### src/hw/rtl/msws_ram.sv
module msws_ram #(
    parameter int WIDTH     = 16,
    parameter int DEPTH     = 16,
    parameter int ADDR_BITS = (DEPTH > 1) ? $clog2(DEPTH) : 1
) (
    input  logic                 clk,
    input  logic                 wr_en,
    input  logic [ADDR_BITS-1:0] wr_addr,
    input  logic [WIDTH-1:0]     wr_data,
    input  logic                 rd_en,
    input  logic [ADDR_BITS-1:0] rd_addr,
    output logic [WIDTH-1:0]     rd_data
);

    logic [WIDTH-1:0] mem [DEPTH];

    // Write port; registered read returns the old contents on a collision
    always_ff @(posedge clk)
    begin
        if (wr_en)
        begin
            mem[wr_addr] <= wr_data;
        end
        if (rd_en)
        begin
            rd_data <= mem[rd_addr];
        end
    end

endmodule

### config.mk
export PLATFORM = sky130hd
export DESIGN_NAME = msws_ram
export DESIGN_NICKNAME = d
export VERILOG_FILES = /design/src/hw/rtl/msws_ram.sv
export SDC_FILE = /design/constraint.sdc
export NUM_CORES = 1
export LEC_CHECK = 0
export BUFFER_PORTS_ARGS = -buffer_cell sky130_fd_sc_hd__buf_2
export CAP_MARGIN = 20
export CORE_UTILIZATION = 40
export DETAILED_ROUTE_END_ITERATION = 7
export GPL_ROUTABILITY_DRIVEN = 0
export SYNTH_ARGS = -nofsm -noshare
export SYNTH_HDL_FRONTEND = slang
export SYNTH_SLANG_ARGS = --single-unit
### constraint.sdc
create_clock -name clk -period 3.3 [get_ports clk]
set_input_delay 0.495 -clock clk [delete_from_list [all_inputs] [get_ports clk]]
set_output_delay 0.495 -clock clk [all_outputs]
set_load 0.01 [all_outputs]
==> impl_metrics.yaml <==
layout:
  nFillCells: 2089
  layout_common_cells: "edfxtp_1 (272), mux4_2 (54), buf_2 (41), a22oi_1 (32), clkbuf_16 (29)"
  design_area_sq_um: 11900
  final_common_cell: "edfxtp_1"
  area_growth_pct: 16.3
  regArea_sq_um: 8170
  layout-drive-gt1-share: 0.333
  fin_util: 0.473
  fin_nets: 536
  n_antenna_cell: 0
  multi_input_area_sq_um: 1960
clock_network:
  cts_inserted_buffers: 28
  ctsHoldBuffers: 0
  cts_root_buffer: "clkbuf_16"
  cts_setup_buffers: 0
  cts_tree: "done"
  post_cts_resized: 0
  clockBufferDepth: 3
  clk_pin_slew_worst_paths_ps: 60
  cts.sinks: 272
  insertion_delay_ps: 530
  htree_num_levels: 1
critical_path:
  critical_path.top_delay_family: "buffers and inverters"
  arrival_ps: 2050
  r2r_start: "mem[9][9]"
  critPathSlowestCell: "mux4_1"
  cpPeakStageDelay_ps: 580
  cp.buffers_inverters: 2
  crit_required_ps: 3570
  cp-end-kind: "flip-flop"
  cp_max_fo: 29
  cp_cell_sequence: "buf_4 > buf_12 > mux4_1 > a22oi_1 > nand2_1"
  reg2reg_depth: 3
  timing.rr.end: "rd_data[9]"
  crit_type: "input port to flip-flop"
  reg2reg_slack_ps: 1800
  start_kind: "input port"
worst_hold_path:
  hold_depth: 1
  hp-class: "input port to flip-flop"
  hold_path_end: "mem[8][12]"
  holdCritStartpoint: "wr_data[12]"
detailed_routing:
  wl_met2_microns: 10300
  dr.pass1.iters: 5
  highest_layer: "met4"
  vias_per_cell: 5.49
  drc: 0
  drt-met1-wl_microns: 9450
  drt_first_iter_violations: 551
  wl_microns: 21400
  wl_per_cell_microns: 25.0
  ant_nets: 0
  vias: 4702
  wl_met3_microns: 1250
power:
  power.leakage_nw: 3.84
  ir_drop_v: 0.000395
  power_density_nw_per_um2: 615
sta:
  rsz0062_at_grt: "false"
  max_slew.worst_pin.slew_ps: 1080
  period_needed_ps: 1790
  maxSlewHeadroom: 0.278
  slew_violations: 0
  final.setup.tns_ps: 0
  finalCritPeriodShare: 0.541
  fin_worst_skew_ps: 11.6
  setup_viol: 0
  holdWs_ps: 333
  finalWorstSetupSlack_ps: 1510
  final-hold-violation-count: 0
  maxClockFrequency_mhz: 560
synth:
  synth_nets: 459
  synth.distinct_cells: 18
  synth_mux_area_frac: 0.145
  seq_area_frac_synth: 0.800
  synth_compound_area_frac: 0.0235
  synth_seq_cells: 272
  synth_cells: 432
  synth_top_family_by_area: "multiplexers"
  syn_area_sq_um: 10200
  synthTopCellsByArea: "edfxtp_1 (80%), mux4_2 (12%), mux4_1 (2.6%)"
  yosysTopAreaCell: "edfxtp_1"
  synth_xor_area_frac: 0
  synth_fa_ha_area_frac: 0
  yosys_warnings: 0
  synth_top_area_frac: 0.800
  yosys.area_share.simple: 0.0189
  synth_area_per_cell_sq_um: 23.6
global_route:
  antenna_found_initial: 0
  grt_pass1_wl_microns: 32000
  grt_pass1_vias: 5028
  overflow: 0
  grt_max_degree: 30
  grt.total_usage: 0.170
floorplan:
  die_y_microns: 162
  die_w_microns: 162
  start_util: 0.406
  die_area_sq_um: 26200
  core_sq_um: 25100
  placementRows: 58
  ios: 43
placed_design:
  io_buffers: 42
  place_ws_ps: 932
  dpl_cell_area_sq_um: 11000
  dpl.hpwl_microns: 11900
outcome:
  status: "finished, final reports clean"
flow_run:
  drv_cap: 0
==> cells in the mapped netlist <==
cell,n
or3b_2,1
nand2_1,17
buf_6,4
nor2b_1,2
nand2b_1,2
edfxtp_1,272
buf_2,3
nor2_1,13
buf_1,3
nand3_1,1
and2_1,1
a22oi_1,32
mux4_2,54
nor3_1,4
nand3b_1,2
buf_4,3
clkbuf_1,8
mux4_1,10
==> power breakdown <==
| group | internal [W] | total, W | switching, W |
|---|---|---|---|
| clock network | 0.00183 | 0.00304 | 0.00121 |
| logic | 0.000143 | 0.000346 | 0.000203 |
| registers | 0.00389 | 0.00391 | 0.0000208 |
| total | 0.00586 | 0.00730 | 0.00143 |
==> state kept, by name, indices dropped and copies added, names as in the netlist <==
name / count
mem: 256
rd_data: 16
==> worst max-delay path by stage <==
| stage | start | end | slack [ps] | cells past startpoint |
|---|---|---|---|---|
| after floorplan | wr_addr[2] | mem[0][0] | 750 | 2 |
| after global placement | rd_addr[0] | rd_data[3] | 960 | 5 |
| after detailed placement | rd_addr[0] | rd_data[3] | 930 | 5 |
| after CTS | rd_addr[0] | rd_data[3] | 1480 | 5 |
| after global routing | rd_addr[0] | rd_data[3] | 1390 | 5 |
| final | rd_addr[0] | rd_data[3] | 1510 | 5 |
==> area by class of cell <==
class,instances,area share
repair buffers,68,0.0375
clock inverters,10,0.0105
multi-input cells,139,0.165
well taps,330,0.0348
clock buffers,37,0.0637
flip-flops and latches,272,0.688
==> stage by stage <==
step | power [W] | cells
after floorplan | 0.00418 | 432
after global placement | 0.00433 | 809
after detailed placement | 0.00434 | 809
after CTS | 0.00737 | 856
after global routing | 0.00753 | 856
final | 0.00730 | 856
==> cells by family (layout without fill, tap and decap cells) <==
group           Yosys count  after routing
simple gates             43             43
compound gates           32             32
flops                   272            272
mux                      64             64
buf+inv                  21            115
==> metal layers <==
metal  track usage  up-vias
li1              -     2008
met1         0.244     2507
met2         0.274      153
met3        0.0283       34
met4        0.0425        0
met5             0        -
Power figures use the tool's default switching activity.
